===== src/rtl/slms_pkg.sv =====
// ----------------------------------------------------------------------------
// slms_pkg
// Shared types and constants of the lift motion sequencer: register indexes,
// register reset values, lift phases, sequencer states and status structs.
// ----------------------------------------------------------------------------
`timescale 1ns / 1ps
`default_nettype none

package slms_pkg;

  // Configuration port geometry
  localparam int unsigned CFG_IDX_W  = 3;
  localparam int unsigned CFG_DATA_W = 16;

  // Fixed register widths
  localparam int unsigned SPEED_W = 16;
  localparam int unsigned DWELL_W = 16;
  localparam int unsigned LVL_W   = 8;

  // Register indexes
  localparam logic [CFG_IDX_W-1:0] REG_UP_MS      = 3'd0;
  localparam logic [CFG_IDX_W-1:0] REG_DOWN_MS    = 3'd1;
  localparam logic [CFG_IDX_W-1:0] REG_TOP_DWELL  = 3'd2;
  localparam logic [CFG_IDX_W-1:0] REG_BOT_DWELL  = 3'd3;
  localparam logic [CFG_IDX_W-1:0] REG_TOP_LEVEL  = 3'd4;
  localparam logic [CFG_IDX_W-1:0] REG_BOT_LEVEL  = 3'd5;
  localparam logic [CFG_IDX_W-1:0] REG_START_LVL  = 3'd6;
  localparam logic [CFG_IDX_W-1:0] REG_ENABLE     = 3'd7;

  // Register reset values
  localparam logic [SPEED_W-1:0] UP_MS_RST     = 16'd1000;
  localparam logic [SPEED_W-1:0] DOWN_MS_RST   = 16'd1000;
  localparam logic [DWELL_W-1:0] TOP_DWELL_RST = 16'd0;
  localparam logic [DWELL_W-1:0] BOT_DWELL_RST = 16'd0;
  localparam logic [LVL_W-1:0]   TOP_LVL_RST   = 8'd1;
  localparam logic [LVL_W-1:0]   BOT_LVL_RST   = 8'd0;
  localparam logic [LVL_W-1:0]   START_LVL_RST = 8'd0;
  localparam logic               ENABLE_RST    = 1'b1;

  // Phase visits per advance transfer
  localparam logic [2:0] MAX_VISITS = 3'd4;

  typedef enum logic [1:0] {
    PH_RISE   = 2'd0,
    PH_FALL   = 2'd1,
    PH_TOP    = 2'd2,
    PH_BOTTOM = 2'd3
  } phase_e;

  typedef enum logic [2:0] {
    ST_IDLE,
    ST_VISIT,
    ST_DIVIDE,
    ST_APPLY,
    ST_DONE
  } seq_state_e;

  typedef struct packed {
    logic [SPEED_W-1:0] up_ms;
    logic [SPEED_W-1:0] down_ms;
    logic [DWELL_W-1:0] top_dwell;
    logic [DWELL_W-1:0] bot_dwell;
    logic [LVL_W-1:0]   top_lvl;
    logic [LVL_W-1:0]   bot_lvl;
    logic [LVL_W-1:0]   start_lvl;
    logic               enable;
  } cfg_t;

  typedef struct packed {
    logic busy;
    logic done;
  } div_stat_t;

  // Saturating event count
  function automatic logic [1:0] ev_inc(input logic [1:0] ev);
    return (ev == 2'd3) ? 2'd3 : ev + 2'd1;
  endfunction

endpackage

`default_nettype wire


===== src/rtl/slms_cfg_regs.sv =====
// ----------------------------------------------------------------------------
// slms_cfg_regs
// Configuration register file, written one register per cycle by index.
// ----------------------------------------------------------------------------
`timescale 1ns / 1ps
`default_nettype none

module slms_cfg_regs import slms_pkg::*; (
  input  wire logic                  clk_i,
  input  wire logic                  rst_ni,
  input  wire logic                  cfg_we_i,
  input  wire logic [CFG_IDX_W-1:0]  cfg_index_i,
  input  wire logic [CFG_DATA_W-1:0] cfg_data_i,
  output cfg_t                       cfg_o
);

  cfg_t cfg_q, cfg_d;

  // Decode the write
  always_comb begin
    cfg_d = cfg_q;
    if (cfg_we_i) begin
      case (cfg_index_i)
        REG_UP_MS:     cfg_d.up_ms     = cfg_data_i[SPEED_W-1:0];
        REG_DOWN_MS:   cfg_d.down_ms   = cfg_data_i[SPEED_W-1:0];
        REG_TOP_DWELL: cfg_d.top_dwell = cfg_data_i[DWELL_W-1:0];
        REG_BOT_DWELL: cfg_d.bot_dwell = cfg_data_i[DWELL_W-1:0];
        REG_TOP_LEVEL: cfg_d.top_lvl   = cfg_data_i[LVL_W-1:0];
        REG_BOT_LEVEL: cfg_d.bot_lvl   = cfg_data_i[LVL_W-1:0];
        REG_START_LVL: cfg_d.start_lvl = cfg_data_i[LVL_W-1:0];
        REG_ENABLE:    cfg_d.enable    = cfg_data_i[0];
        default:       cfg_d = cfg_q;
      endcase
    end
  end

  always_ff @(posedge clk_i or negedge rst_ni) begin
    if (!rst_ni) begin
      cfg_q.up_ms     <= UP_MS_RST;
      cfg_q.down_ms   <= DOWN_MS_RST;
      cfg_q.top_dwell <= TOP_DWELL_RST;
      cfg_q.bot_dwell <= BOT_DWELL_RST;
      cfg_q.top_lvl   <= TOP_LVL_RST;
      cfg_q.bot_lvl   <= BOT_LVL_RST;
      cfg_q.start_lvl <= START_LVL_RST;
      cfg_q.enable    <= ENABLE_RST;
    end else begin
      cfg_q <= cfg_d;
    end
  end

  assign cfg_o = cfg_q;

endmodule

`default_nettype wire


===== src/rtl/slms_divider.sv =====
// ----------------------------------------------------------------------------
// slms_divider
// Iterative restoring divider, two quotient bits per cycle. Turns elapsed
// time into a height step: quotient = dividend / divisor, truncated.
// ----------------------------------------------------------------------------
`timescale 1ns / 1ps
`default_nettype none

module slms_divider import slms_pkg::*; #(
  parameter int unsigned DIVIDEND_W = 32
) (
  input  wire logic                  clk_i,
  input  wire logic                  rst_ni,
  input  wire logic                  start_i,
  input  wire logic [DIVIDEND_W-1:0] dividend_i,
  input  wire logic [SPEED_W-1:0]    divisor_i,
  output div_stat_t                  stat_o,
  output logic [DIVIDEND_W-1:0]      quotient_o
);

  localparam int unsigned Steps = (DIVIDEND_W + 1) / 2;
  localparam int unsigned PadW  = 2 * Steps;
  localparam int unsigned CntW  = (Steps > 1) ? $clog2(Steps) : 1;

  logic                busy_q, done_q;
  logic [CntW-1:0]     cnt_q;
  logic [PadW-1:0]     acc_q, acc_d;
  logic [SPEED_W-1:0]  rem_q, rem_d;
  logic [SPEED_W-1:0]  dvs_q;
  logic [SPEED_W:0]    sh1, sh2, dif1, dif2;
  logic [SPEED_W-1:0]  rem1;
  logic                q1, q2, last;

  // Two restoring steps; dividend bits shift out of acc, quotient bits in
  always_comb begin
    sh1  = {rem_q, acc_q[PadW-1]};
    dif1 = sh1 - {1'b0, dvs_q};
    q1   = (sh1 >= {1'b0, dvs_q});
    rem1 = q1 ? dif1[SPEED_W-1:0] : sh1[SPEED_W-1:0];
    sh2  = {rem1, acc_q[PadW-2]};
    dif2 = sh2 - {1'b0, dvs_q};
    q2   = (sh2 >= {1'b0, dvs_q});
    rem_d = q2 ? dif2[SPEED_W-1:0] : sh2[SPEED_W-1:0];
    acc_d = {acc_q[PadW-3:0], q1, q2};
  end

  assign last = (cnt_q == CntW'(Steps - 1));

  // Control
  always_ff @(posedge clk_i or negedge rst_ni) begin
    if (!rst_ni) begin
      busy_q <= 1'b0;
      done_q <= 1'b0;
      cnt_q  <= '0;
    end else if (start_i) begin
      busy_q <= 1'b1;
      done_q <= 1'b0;
      cnt_q  <= '0;
    end else if (busy_q) begin
      cnt_q <= cnt_q + CntW'(1);
      if (last) begin
        busy_q <= 1'b0;
        done_q <= 1'b1;
      end
    end else begin
      done_q <= 1'b0;
    end
  end

  // Operands and partial results
  always_ff @(posedge clk_i) begin
    if (start_i) begin
      acc_q <= PadW'(dividend_i);
      rem_q <= '0;
      dvs_q <= divisor_i;
    end else if (busy_q) begin
      acc_q <= acc_d;
      rem_q <= rem_d;
    end
  end

  assign stat_o.busy = busy_q;
  assign stat_o.done = done_q;
  assign quotient_o  = acc_q[DIVIDEND_W-1:0];

endmodule

`default_nettype wire


===== src/rtl/shuttle_lift_motion_sequencer.sv =====
// ----------------------------------------------------------------------------
// shuttle_lift_motion_sequencer
// Reciprocating lift: dwell at bottom, rise, dwell at top, fall, driven by
// elapsed-time transfers. Height is unsigned fixed point.
// ----------------------------------------------------------------------------
// Usage:
//   Input channel (in_valid_i / in_stall_o, kind_i, elapsed_ms_i): kind 0
//   advances the lift by elapsed_ms_i, kind 1 restarts it at start_level.
//   Output channel (out_valid_o / out_stall_i): one result per input transfer
//   with height, phase and the number of moved events.
//   Configuration: cfg_we_i writes cfg_data_i to register cfg_index_i; write
//   only while no transfer is in flight.
// Sequencing:
//   A restart or frozen advance goes straight from idle to the done state,
//   which loads its result into the output register once that is free. An
//   advance that ends in a dwell passes through the visit state for each phase
//   visit, then to done. An advance that reaches a rise or fall makes up to
//   three dwell visits and the move visit, runs the divider, then picks up the
//   quotient, applies the move and loads the result. One item is in flight at
//   a time; in_stall_o is high from the input transfer until its result is
//   loaded.
// Reset: height at start_level, dwell at bottom (or top when top is below
//   start), all registers at their reset values.
// Stall: the result waits in the output register; the next item may already
//   be taken and worked on, and waits in its last state until the stage frees.
// ----------------------------------------------------------------------------
`timescale 1ns / 1ps
`default_nettype none

module shuttle_lift_motion_sequencer import slms_pkg::*; #(
  parameter int unsigned FRAC_BITS  = 16,
  parameter int unsigned LEVEL_BITS = 8,
  parameter int unsigned TIME_BITS  = 16
) (
  input  wire logic                             clk_i,
  input  wire logic                             rst_ni,
  // configuration
  input  wire logic                             cfg_we_i,
  input  wire logic [CFG_IDX_W-1:0]             cfg_index_i,
  input  wire logic [CFG_DATA_W-1:0]            cfg_data_i,
  // input channel
  input  wire logic                             in_valid_i,
  output logic                                  in_stall_o,
  input  wire logic                             kind_i,
  input  wire logic [TIME_BITS-1:0]             elapsed_ms_i,
  // output channel
  output logic                                  out_valid_o,
  input  wire logic                             out_stall_i,
  output logic [LEVEL_BITS+FRAC_BITS-1:0]       height_o,
  output logic [1:0]                            phase_o,
  output logic [1:0]                            moved_events_o
);

  localparam int unsigned HW  = LEVEL_BITS + FRAC_BITS;
  localparam int unsigned QW  = TIME_BITS + FRAC_BITS;
  localparam int unsigned AW  = ((HW > QW) ? HW : QW) + 1;
  localparam int unsigned DWW = (TIME_BITS > DWELL_W) ? TIME_BITS : DWELL_W;

  localparam logic [HW-1:0]      HeightRst = {LEVEL_BITS'(START_LVL_RST), FRAC_BITS'(0)};
  localparam phase_e             PhaseRst  =
      (LEVEL_BITS'(TOP_LVL_RST) < LEVEL_BITS'(START_LVL_RST)) ? PH_TOP : PH_BOTTOM;
  localparam logic [DWELL_W-1:0] DwellRst  =
      (LEVEL_BITS'(TOP_LVL_RST) < LEVEL_BITS'(START_LVL_RST)) ? TOP_DWELL_RST
                                                               : BOT_DWELL_RST;

  function automatic logic [HW-1:0] level_q(input logic [LVL_W-1:0] lvl);
    return {LEVEL_BITS'(lvl), FRAC_BITS'(0)};
  endfunction

  cfg_t                   cfg;
  seq_state_e             state_q, state_d;
  logic [HW-1:0]          height_q, height_d;
  phase_e                 phase_q, phase_d;
  logic [DWELL_W-1:0]     dwell_q, dwell_d;
  logic [TIME_BITS-1:0]   ms_q, ms_d;
  logic [LEVEL_BITS-1:0]  orig_q, orig_d;
  logic [2:0]             visits_q, visits_d;
  logic [1:0]             ev_q, ev_d;

  logic                   out_valid_q;
  logic [HW-1:0]          out_height_q;
  phase_e                 out_phase_q;
  logic [1:0]             out_ev_q;

  logic                   in_xfer, out_load, frozen, restart_top;
  logic [HW-1:0]          top_q, bot_q;
  logic                   div_start;
  logic [QW-1:0]          div_dividend, div_quot;
  logic [SPEED_W-1:0]     div_divisor, speed;
  div_stat_t              div_stat;
  logic [AW-1:0]          rise_h, fall_h;

  slms_cfg_regs u_cfg (
    .clk_i       (clk_i),
    .rst_ni      (rst_ni),
    .cfg_we_i    (cfg_we_i),
    .cfg_index_i (cfg_index_i),
    .cfg_data_i  (cfg_data_i),
    .cfg_o       (cfg)
  );

  // Shared divider: (ms << FRAC_BITS) / ms_per_level
  assign speed        = (phase_q == PH_RISE) ? cfg.up_ms : cfg.down_ms;
  assign div_divisor  = (speed == '0) ? SPEED_W'(1) : speed;
  assign div_dividend = {ms_q, FRAC_BITS'(0)};

  slms_divider #(
    .DIVIDEND_W (QW)
  ) u_div (
    .clk_i      (clk_i),
    .rst_ni     (rst_ni),
    .start_i    (div_start),
    .dividend_i (div_dividend),
    .divisor_i  (div_divisor),
    .stat_o     (div_stat),
    .quotient_o (div_quot)
  );

  assign top_q       = level_q(cfg.top_lvl);
  assign bot_q       = level_q(cfg.bot_lvl);
  assign frozen      = !cfg.enable || (top_q == bot_q && height_q == top_q);
  assign restart_top = LEVEL_BITS'(cfg.top_lvl) < LEVEL_BITS'(cfg.start_lvl);
  assign in_xfer     = in_valid_i && !in_stall_o;
  assign out_load    = (state_q == ST_DONE) && (!out_valid_q || !out_stall_i);
  assign rise_h      = AW'(height_q) + AW'(div_quot);
  assign fall_h      = AW'(height_q) - AW'(div_quot);

  // Sequencer next state
  always_comb begin
    state_d = state_q;
    case (state_q)
      ST_IDLE: begin
        if (in_xfer) begin
          state_d = (kind_i || frozen) ? ST_DONE : ST_VISIT;
        end
      end
      ST_VISIT: begin
        if (ms_q == '0 || visits_q == MAX_VISITS) begin
          state_d = ST_DONE;
        end else if (phase_q == PH_RISE || phase_q == PH_FALL) begin
          state_d = ST_DIVIDE;
        end
      end
      ST_DIVIDE: begin
        if (div_stat.done) begin
          state_d = ST_APPLY;
        end
      end
      ST_APPLY: state_d = ST_DONE;
      ST_DONE: begin
        if (out_load) begin
          state_d = ST_IDLE;
        end
      end
      default: state_d = ST_IDLE;
    endcase
  end

  // Sequencer outputs and lift state update
  always_comb begin
    height_d  = height_q;
    phase_d   = phase_q;
    dwell_d   = dwell_q;
    ms_d      = ms_q;
    orig_d    = orig_q;
    visits_d  = visits_q;
    ev_d      = ev_q;
    div_start = 1'b0;
    case (state_q)
      ST_IDLE: begin
        if (in_xfer) begin
          ev_d     = '0;
          visits_d = '0;
          ms_d     = elapsed_ms_i;
          orig_d   = height_q[HW-1:FRAC_BITS];
          if (kind_i) begin
            height_d = level_q(cfg.start_lvl);
            phase_d  = restart_top ? PH_TOP : PH_BOTTOM;
            dwell_d  = restart_top ? cfg.top_dwell : cfg.bot_dwell;
          end
        end
      end
      ST_VISIT: begin
        if (ms_q != '0 && visits_q != MAX_VISITS) begin
          visits_d = visits_q + 3'd1;
          if (phase_q == PH_RISE || phase_q == PH_FALL) begin
            div_start = 1'b1;
          end else if (DWW'(ms_q) > DWW'(dwell_q)) begin
            // dwell over: carry the excess time
            ms_d = TIME_BITS'(DWW'(ms_q) - DWW'(dwell_q));
            if (phase_q == PH_TOP) begin
              if (height_q <= bot_q) begin
                phase_d = PH_BOTTOM;
                dwell_d = cfg.bot_dwell;
              end else begin
                phase_d = PH_FALL;
                dwell_d = '0;
              end
            end else begin
              if (height_q >= top_q) begin
                phase_d = PH_TOP;
                dwell_d = cfg.top_dwell;
              end else begin
                phase_d = PH_RISE;
                dwell_d = '0;
                ev_d    = ev_inc(ev_q);
              end
            end
          end else begin
            dwell_d = DWELL_W'(DWW'(dwell_q) - DWW'(ms_q));
            ms_d    = '0;
          end
        end
      end
      ST_APPLY: begin
        ms_d = '0;
        if (phase_q == PH_RISE) begin
          if (rise_h > AW'(top_q)) begin
            height_d = top_q;
            phase_d  = PH_TOP;
            dwell_d  = cfg.top_dwell;
          end else begin
            height_d = rise_h[HW-1:0];
            if (rise_h[HW-1:FRAC_BITS] != orig_q) begin
              ev_d = ev_inc(ev_q);
            end
          end
        end else begin
          if (fall_h[AW-1] || fall_h[HW-1:0] < bot_q) begin
            height_d = bot_q;
            phase_d  = PH_BOTTOM;
            dwell_d  = cfg.bot_dwell;
          end else begin
            height_d = fall_h[HW-1:0];
            if (fall_h[HW-1:FRAC_BITS] != orig_q) begin
              ev_d = ev_inc(ev_q);
            end
          end
        end
      end
      default: begin
        height_d = height_q;
      end
    endcase
  end

  // Control and lift state
  always_ff @(posedge clk_i or negedge rst_ni) begin
    if (!rst_ni) begin
      state_q  <= ST_IDLE;
      height_q <= HeightRst;
      phase_q  <= PhaseRst;
      dwell_q  <= DwellRst;
      visits_q <= '0;
      ev_q     <= '0;
    end else begin
      state_q  <= state_d;
      height_q <= height_d;
      phase_q  <= phase_d;
      dwell_q  <= dwell_d;
      visits_q <= visits_d;
      ev_q     <= ev_d;
    end
  end

  // Per-item working values
  always_ff @(posedge clk_i) begin
    ms_q   <= ms_d;
    orig_q <= orig_d;
  end

  // Output stage
  always_ff @(posedge clk_i or negedge rst_ni) begin
    if (!rst_ni) begin
      out_valid_q <= 1'b0;
    end else if (out_load) begin
      out_valid_q <= 1'b1;
    end else if (!out_stall_i) begin
      out_valid_q <= 1'b0;
    end
  end

  always_ff @(posedge clk_i) begin
    if (out_load) begin
      out_height_q <= height_q;
      out_phase_q  <= phase_q;
      out_ev_q     <= ev_q;
    end
  end

  assign in_stall_o     = (state_q != ST_IDLE);
  assign out_valid_o    = out_valid_q;
  assign height_o       = out_height_q;
  assign phase_o        = out_phase_q;
  assign moved_events_o = out_ev_q;

  // Divider runs only while the sequencer waits on it
  a_div_owned: assert property (@(posedge clk_i) disable iff (!rst_ni)
    div_stat.busy |-> state_q == ST_DIVIDE)
    else $error("divider busy outside divide state");

  // Phase visits bounded per item
  a_visits: assert property (@(posedge clk_i) disable iff (!rst_ni)
    visits_q <= MAX_VISITS)
    else $error("too many phase visits");

  // No dwell time is held while moving
  a_move_dwell: assert property (@(posedge clk_i) disable iff (!rst_ni)
    (phase_q == PH_RISE || phase_q == PH_FALL) |-> dwell_q == '0)
    else $error("dwell counter nonzero during a move");

  // At most one start event and one level change per item
  a_ev_bound: assert property (@(posedge clk_i) disable iff (!rst_ni)
    ev_q != 2'd3)
    else $error("moved event count out of range");

  // Result load always hands the input side back
  a_load_idle: assert property (@(posedge clk_i) disable iff (!rst_ni)
    out_load |=> !in_stall_o && out_valid_o)
    else $error("result load did not free the sequencer");

endmodule

`default_nettype wire

===== config.mk =====
export PLATFORM = sky130hd
export DESIGN_NAME = shuttle_lift_motion_sequencer
export DESIGN_NICKNAME = d
export VERILOG_FILES = /design/src/rtl/slms_pkg.sv /design/src/rtl/slms_cfg_regs.sv /design/src/rtl/slms_divider.sv /design/src/rtl/shuttle_lift_motion_sequencer.sv
export SDC_FILE = /design/constraint.sdc
export NUM_CORES = 1
export LEC_CHECK = 0
export BUFFER_PORTS_ARGS = -buffer_cell sky130_fd_sc_hd__buf_4
export CORE_MARGIN = 2
export CORE_UTILIZATION = 50
export CTS_CLUSTER_SIZE = 40
export DETAILED_ROUTE_END_ITERATION = 16
export GPL_ROUTABILITY_DRIVEN = 0
export GPL_TIMING_DRIVEN = 1
export PLACE_DENSITY = 0.71
export SYNTH_ARGS = -nofsm -noshare
export SYNTH_HDL_FRONTEND = slang
export SYNTH_HIERARCHICAL = 1
export SYNTH_SLANG_ARGS = --single-unit

===== constraint.sdc =====
create_clock -name clk_i -period 4.8 [get_ports clk_i]
set_clock_uncertainty 0.15 [all_clocks]
set_input_delay 0.96 -clock clk_i [delete_from_list [all_inputs] [get_ports clk_i]]
set_output_delay 0.96 -clock clk_i [all_outputs]
set_load 0.005 [all_outputs]

==> summary.txt <==
Floorplanning
  – Die Height: 204 µm
  – # rows: 73
  – Die Area: 41600 µm²
  – Initial Util: 0.505
  – Die width: 204 µm
  – Boundary Pins: 71
  – Core area: 39500 µm²

Setup path
  – Max stage delay cell, worst path: edfxtp_1
  – Crit. End Element: register
  – Crit start category: register
  – Max stage delay on crit path: 0.40 ns
  – Worst-path fanout max: 8
  – Critical path class: register to register
  – Worst endpoint required time: 5.10 ns
  – CP arrival: 5.43 ns
  – CP cell instances: inv_1 -> ha_2 -> and3_1 -> buf_4 -> a221o_1 -> a21o_1 -> nor2_4 -> o21bai_1 -> a211o_1 -> xnor2_2 -> ha_1 -> a21o_1 -> a21o_1 -> a21o_1 -> o211ai_1 -> nor2_1 -> o22ai_4 -> or2_4 -> o2111ai_4 -> buf_4 -> a2111oi_1 -> a221oi_1
  – CP dominant cell by count: a21o_1
  – Reg2reg path depth: 22

Outcome
  – Status: finished with violations
  – Failing checks: setup timing

Route
  – Final routed DRC violation total: 0
  – Via Count: 18700
  – Drt wl/cell: 21.3 µm
  – 1st-iter DRT viols: 1720
  – Drt total wl: 64200 µm
  – Initial DRT Pass Iterations: 6
  – Antenna Nets Post-Route: 0
  – Vias per std cell: 6.20

Run
  – # Max-Cap Violations: 0

Clocking
  – Clock Latency Late Sink: 0.59 ns
  – Clock-pin transition on the worst setup and hold timing paths: 0.07 ns
  – Clock root cell: clkbuf_16
  – CTS tree: done
  – Clock Tree Buf Depth: 3
  – Number of buffers created by CTS: 29
  – Clock Sinks: 262
  – H-tree depth: 1
  – CTS hold repair buffers: 0

STA
  – # setup viols final: 44
  – Relative slew margins: 0.171
  – Hold slack final: 0.261 ns
  – Maximum clock rate: 0.195 GHz
  – Setup WS post-layout: -0.336 ns
  – Post-route minimum period: 5.14 ns
  – Worst Tran Pin Value: 1.24 ns
  – Final Hold Fails: 0
  – RSZ-0062 raised after global routing: yes
  – Max Slew Vio Count: 0
  – Fin crit share: 1.07

Worst hold path
  – Hold WC Path Type: primary input to asynchronous set/reset pin

Layout
  – Core Util, Final: 0.635
  – Share of layout cells above drive strength 1: 0.297
  – Commonest non-fill, non-tap cell in the layout: buf_4
  – N_diodes: 0
  – Area grow syn2layout: 25.7%
  – Most frequent cells in the layout: 371 x buf_4, 199 x nand2_1, 138 x inv_1, 137 x nor2_1, 129 x dfrtp_1
  – Nets: 2672

Power
  – Peak supply drop: 499 µV
  – Pwr dens: 774 nW/µm²
  – P_leak: 11.1 nW
  – Tot Pwr: 19.4 mW

Logic synthesis
  – Synthesis warning total: 6
  – Cells after synthesis: 2147
  – Cell Area, Synth: 20000 µm²
  – Syn avg cell area: 9.31 µm²

Global routing
  – Global-route wire length before repair: 99700 µm
  – GR Layer Usage met1: 0.377
  – Initial antenna violation count: 0
  – GRT busiest layer: met2
  – Met3 Use GR: 0.0504
  – GRT met2 Usage: 0.504
  – GRT Overall Usage: 0.302
  – Largest net degree at the start of global routing: 86
  – GRT Residual Overflow: 0
  – Vias in the first global route: 18700

Placed design
  – Dpl ws: -0.499 ns
  – HPWL Detailed: 47000 µm
  – I/O Buffers: 70
-- metal layers --
metal	up-vias	part of all wire
met5	-	0
met4	0	0.055
met3	256	0.079
met2	934	0.47
met1	9035	0.39
li1	8510	-
-- per-stage QoR --
step                      instances  cell area [µm²]  setup TNS, ns
after global routing           3021            25100         -23.05
after floorplan                2162            20100         -0.294
after global placement         2926            23000          -5.59
after CTS                      3005            24600          -8.43
final                          3021            25100          -9.09
after detailed placement       2926            23000         -15.41
-- layout make-up --
class                      count  area, µm²
multi-input combinational   1643      12800
timing repair buffer         389       3040
clock buffer                  44        918
sequential                   262       7000
fill                        3108      14400
inverter                     148        558
clock inverter                10        166
tap                          525        657
-- worst max-delay path: cells and delay by family, from the launching register on --
family	cells	cell delay, ns
compound gates	12	2.71
xor+xnor	1	0.17
fa+ha+maj	2	0.50
buf+inv	3	0.41
flops	1	0.40
simple gates	4	0.64
-- sequential cells by signal, indices dropped and copies added, names as in the netlist --
name / count
dwell_q: 16
ev_q: 2
height_o: 24
height_q: 24
moved_events_o: 2
ms_q: 16
orig_q: 8
out_valid_o: 1
phase_o: 2
phase_q: 2
state_q: 3
u_cfg/cfg_o: 89
u_div/busy_q: 1
u_div/cnt_q: 4
u_div/done_q: 1
u_div/dvs_q: 16
u_div/quotient_o: 32
u_div/rem_q: 16
visits_q: 3
-- worst paths after layout --
check,start,to,slack (ns)
worst max-delay path,u_div/quotient_o[11]$_DFFE_PP_,dwell_q[13]$_DFFE_PN0P_,-0.34
worst min-delay path,rst_ni,height_q[15]$_DFFE_PN0P_,0.26
worst max register to register,u_div/quotient_o[11]$_DFFE_PP_,dwell_q[13]$_DFFE_PN0P_,-0.34
worst min register to register,u_cfg/cfg_o[67]$_DFFE_PN0P_,u_cfg/cfg_o[67]$_DFFE_PN0P_,0.36
max in group asynchronous,rst_ni,u_cfg/cfg_o[62]$_DFFE_PN1P_,3.17
min in group clk_i,u_cfg/cfg_o[67]$_DFFE_PN0P_,u_cfg/cfg_o[67]$_DFFE_PN0P_,0.36
-- power by group --
part	leakage, nW	switching, mW	internal (mW)
Combinational	7.77	7.00	5.99
Sequential	2.83	0.747	3.18
Clock	0.533	0.987	1.54
Total	11.1	8.73	10.7
-- repair_timing --
item                                    4_1_cts  5_1_grt
pin swaps                                    35       27
endpoints found under the setup margin       44       61
gates resized for setup                      71       71
cloned                                        0        1
setup buffers                                26       15
(Power assumes the default switching activity.)
